$ cat src/rtl/core/rti_pkg.sv
// shared types, register indexes and width helpers for the ray/triangle intersector
// no dependencies; imported by every module of the block
`default_nettype none

package rti_pkg;

    // configuration register indexes
    localparam int CFG_IDX_W = 2;
    typedef logic [CFG_IDX_W-1:0] t_cfg_idx;
    localparam t_cfg_idx REG_VERTEX_A = 2'd0;
    localparam t_cfg_idx REG_VERTEX_B = 2'd1;
    localparam t_cfg_idx REG_VERTEX_C = 2'd2;

    // fraction bits of the ray parameter
    localparam int FRAC_BITS = 16;

    // per-item control travelling with the data
    typedef struct packed {
        logic valid;
        logic miss;
    } t_ctl;

    // width of the determinant and numerator sums
    function automatic int sum_w(input int cw);
        return 3 * cw + 7;
    endfunction

    // width of the normalised determinant (never negative)
    function automatic int det_w(input int cw);
        return sum_w(cw) - 1;
    endfunction

    // width of the offset dividend fed to the divider
    function automatic int num_w(input int cw, input int tw);
        return sum_w(cw) + tw + 17;
    endfunction

    // width of the ray side data: origin, direction and t interval
    function automatic int side_w(input int cw, input int tw);
        return 6 * cw + 2 * tw;
    endfunction

endpackage

`default_nettype wire

$ cat src/rtl/core/rti_div_stage.sv
// one stage of the restoring divider: one quotient bit per stage
// depends on rti_pkg for the control struct
`default_nettype none

module rti_div_stage
    import rti_pkg::*;
#(
    parameter int NUMW  = 119,
    parameter int DETW  = 69,
    parameter int SIDEW = 190,
    parameter int QW    = 33,
    parameter int SHIFT = 0,
    parameter bit CHECK = 1'b0
) (
    input  wire              i_clk,
    input  wire              i_rst_n,
    input  wire  t_ctl       i_ctl,
    input  wire  [NUMW-1:0]  i_num,
    input  wire  [DETW-1:0]  i_det,
    input  wire  [QW-1:0]    i_quo,
    input  wire  [SIDEW-1:0] i_side,
    output t_ctl             o_ctl,
    output logic [NUMW-1:0]  o_num,
    output logic [DETW-1:0]  o_det,
    output logic [QW-1:0]    o_quo,
    output logic [SIDEW-1:0] o_side
);

    logic [NUMW-1:0] dk;
    logic            take;

    // trial subtract of the shifted divisor
    always_comb begin
        dk   = NUMW'(i_det) << SHIFT;
        take = (i_num >= dk);
    end

    // control: the top stage flags a quotient out of range
    always_ff @(posedge i_clk) begin
        if (!i_rst_n) begin
            o_ctl <= '0;
        end else begin
            o_ctl.valid <= i_ctl.valid;
            o_ctl.miss  <= i_ctl.miss || (CHECK && take);
        end
    end

    // remainder, quotient and side data
    always_ff @(posedge i_clk) begin
        o_num  <= take ? (i_num - dk) : i_num;
        o_det  <= i_det;
        o_quo  <= {i_quo[QW-2:0], take};
        o_side <= i_side;
    end

endmodule

`default_nettype wire

$ cat config.mk
export PLATFORM = sky130hd
export DESIGN_NAME = rti_div_stage
export DESIGN_NICKNAME = d
export VERILOG_FILES = /design/src/rtl/core/rti_pkg.sv /design/src/rtl/core/rti_div_stage.sv
export SDC_FILE = /design/constraint.sdc
export NUM_CORES = 1
export LEC_CHECK = 0
export BUFFER_PORTS_ARGS = -buffer_cell sky130_fd_sc_hd__buf_4
export CAP_MARGIN = 20
export CORE_AREA = 5 5 316 318
export CTS_CLUSTER_SIZE = 14
export DETAILED_ROUTE_END_ITERATION = 10
export DIE_AREA = 0 0 321 323
export HOLD_SLACK_MARGIN = 0.06
export PLACE_DENSITY = 0.35
export SYNTH_ARGS = -nofsm -noshare
export SYNTH_HDL_FRONTEND = slang
export SYNTH_SLANG_ARGS = --single-unit
export TNS_END_PERCENT = 100
$ cat constraint.sdc
create_clock -name i_clk -period 5.8 [get_ports i_clk]
set_input_delay 1.16 -clock i_clk [delete_from_list [all_inputs] [get_ports i_clk]]
set_output_delay 1.16 -clock i_clk [all_outputs]
set_load 0.01 [all_outputs]
==> results.sh <==
export IMPL_max_freq_mhz=205
export IMPL_setup_ws_ps=924
export IMPL_met1_usage=0.182
export IMPL_hold_violations=0
export IMPL_final_area_mm2=0.0246
export IMPL_grt_use_met3=0.0852
export IMPL_p_leak_nw=11.2
export IMPL_layout_nets=2858
export IMPL_vdd_drop_max_mv=0.203
export IMPL_synth_main_ff_cell="dfxtp_1"
export IMPL_cts_root_buf="clkbuf_16"
export IMPL_yosys_warnings=0
export IMPL_drc_errors=0
export IMPL_slew_limit_headroom=0.466
export IMPL_ys_ff_latch=413
export IMPL_synthCells=1531
export IMPL_placementRows=114
export IMPL_cts_made_buffers=53
export IMPL_start_util=0.155
export IMPL_maxCapViolations=0
export IMPL_status="finished clean"
export IMPL_drt_iter0_markers=903
export IMPL_holdCritStartpoint="i_side[127]"
export IMPL_clk_path_buf_depth=3
export IMPL_clk_pin_slew_worst_paths_ps=60
export IMPL_busiest_layer="met2"
export IMPL_core_area_mm2=0.0963
export IMPL_ys_seq_area_frac=0.552
export IMPL_pre_cts_ws_ps=295
export IMPL_port_buffers=826
export IMPL_cts_tree="built"
export IMPL_start_kind="input port"
export IMPL_timing_final_crit_share=0.841
export IMPL_cts_htree_levels=2
export IMPL_syn_area_mm2=0.0150
export IMPL_rsz0062_at_grt="no"
export IMPL_avgViaCountPerCell=4.02
export IMPL_antenna_found_initial=52
export IMPL_critPathKind="in -> reg"
export IMPL_worstSetupEndpointType="flip-flop"
export IMPL_gr_total_overflow=0
export IMPL_cp_arrival_ps=5390
export IMPL_worst_pin_slew_ps=781
export IMPL_syn_nets=2016
export IMPL_cts_sinks=413
export IMPL_cp_data_required_time_ps=6310
export IMPL_drive_gt1_frac=0.395
export IMPL_synth_edf_count=0
export IMPL_cellPowerDensity_mw_per_mm2=335
export IMPL_die_area_mm2=0.104
export IMPL_avgSynthCellArea_um2=9.78
export IMPL_grt_max_degree=65
export IMPL_synth_cell_type_count=68
export IMPL_hpwl_mm=85.7
export IMPL_grt_first_pass_wirelength_mm=131
export IMPL_cts_setup_buffers=0
export IMPL_setup_viol=0
export IMPL_drv_slew=0
export IMPL_hold_depth=1
export IMPL_area_growth_pct=64.4
export IMPL_postCtsHoldBufs=0
export IMPL_finalSetupTns_ps=0
export IMPL_track_usage=0.179
export IMPL_fp_dieH_um=323
export IMPL_globalplace_congestion=0.888
export IMPL_async_flop_share=0
export IMPL_grt_met2_usage=0.337
export IMPL_first_global_vias=15400
export IMPL_wl_mm=99.0
export IMPL_min_to="o_side[127]"
export IMPL_placed_area_mm2=0.0227
export IMPL_fillers=10500
export IMPL_antenna_left=0
export IMPL_chipWidth_um=321
export IMPL_io_pins=828
export IMPL_finalCriticalPeriod_ps=4880
export IMPL_num_vias=14900
export IMPL_hold_path_class="in -> reg"
export IMPL_wl_per_cell_um=26.7
export IMPL_cts_resized=0
export IMPL_cp_max_fo=8
export IMPL_first_pass_iters=5
[worst max-delay path, stage by stage]
cell	delay, ps
buf_4	120
inv_1	50
ha_1	160
inv_1	60
fa_1	440
a21oi_1	230
o21bai_1	150
a21oi_1	280
o221ai_1	350
a2111oi_2	450
buf_4	230
o21ai_0	90
buf_4	190
and2_1	210
or3b_1	570
or4_1	500
xnor2_1	140
[worst max path at each step]
stage	end	from	slack [ps]
after floorplan	o_num[104]	i_num[0]	800
after global placement	o_num[90]	i_num[0]	310
after detailed placement	o_num[104]	i_num[0]	290
after CTS	o_num[104]	i_num[0]	970
after global routing	o_num[104]	i_num[0]	780
final	o_num[104]	i_num[0]	920
[power breakdown]
group	internal, mW	switching (mW)	leakage (nW)	total (mW)
registers	3.08	0.0790	3.48	3.16
logic	0.727	0.840	6.82	1.57
clock network	2.11	1.40	0.879	3.51
total	5.92	2.32	11.2	8.24
[per-stage QoR]
step | cells | hold slack [ps] | power, mW | utilization
2_1_floorplan | 1531 | 1190 | 3.82 | -
3_3_place_gp | 3593 | 1270 | 4.83 | 0.236
6_report | 3707 | 621 | 8.24 | 0.256
4_1_cts | 3691 | 546 | 8.44 | 0.255
3_5_place_dp | 3593 | 1270 | 4.82 | 0.236
5_1_grt | 3693 | 564 | 8.63 | 0.255
[cells by family (layout without fill, tap and decap cells)]
kind of cell | count (synthesis) | count (layout) | share of synthesized area
AND/OR/NAND/NOR | 430 | 430 | 0.142
multiplexers | 1 | 1 | 0.000669
buffers and inverters | 159 | 1044 | 0.0403
other | 0 | 15 | 0
AO/OA/AOI/OAI | 344 | 344 | 0.139
adder cells (fa/ha/maj) | 70 | 70 | 0.0590
flip-flops | 413 | 413 | 0.552
XOR/XNOR | 114 | 114 | 0.0667
[layout make-up]
class                           instances  area [um2]  share of cell area
Antenna cell                           15        37.5             0.00152
Clock buffer                           76        1490              0.0606
Clock inverter                         22         352              0.0143
Inverter                               94         354              0.0144
Multi-Input combinational cell        959        6110               0.248
Sequential cell                       413        8270               0.336
Tap cell                             1276        1600              0.0649
Timing Repair Buffer                  852        6410               0.260
[state kept, by name, indices dropped and copies added (netlist names)]
register / cells
o_det: 69
o_quo: 33
o_num: 119
o_side: 190
o_ctl: 2
[Yosys cell counts, drive strengths merged (19+ instances only)]
library cell	count	area, um2
or3	21	136
xnor2	51	447
xor2	63	552
a21o	19	143
inv	94	353
nor2	136	510
a21oi	157	790
nand4	38	238
nand2	97	364
dfxtp	413	8270
ha	69	863
nor3	31	155
o21ai	69	345
clkbuf	59	221
nor4	20	144
[per-layer routing]
layer,share of wire,wire [um],up-vias
met4,0.018,1810,66
met3,0.10,9980,148
met1,0.35,34800,7080
met5,0.0042,418,-
met2,0.53,52000,630
li1,-,-,6993
[layout by cell type (no fill, tap or decap), types with 6 or more instances in the layout]
| cell | count |
|---|---|
| dfxtp_1 | 413 |
| and2_1 | 11 |
| or4_1 | 16 |
| nand2b_1 | 7 |
| inv_1 | 93 |
| nor2_1 | 136 |
| ha_1 | 69 |
| o21bai_1 | 18 |
| nand2_1 | 97 |
| clkbuf_16 | 53 |
| or3_1 | 20 |
| a21o_1 | 19 |
| xor2_1 | 63 |
| a31oi_1 | 9 |
| buf_4 | 851 |
| a21oi_1 | 156 |
| nand4_1 | 38 |
| nor4_1 | 17 |
| nor3_1 | 31 |
| nand3_1 | 18 |
| clkinvlp_4 | 6 |
| bufinv_16 | 7 |
| clkbuf_8 | 8 |
| and4_1 | 6 |
| o21a_1 | 8 |
| o21ai_0 | 69 |
| xnor2_1 | 51 |
| clkbuf_1 | 15 |
| and3_1 | 6 |
| diode_2 | 15 |
(Power assumes the default switching activity.)
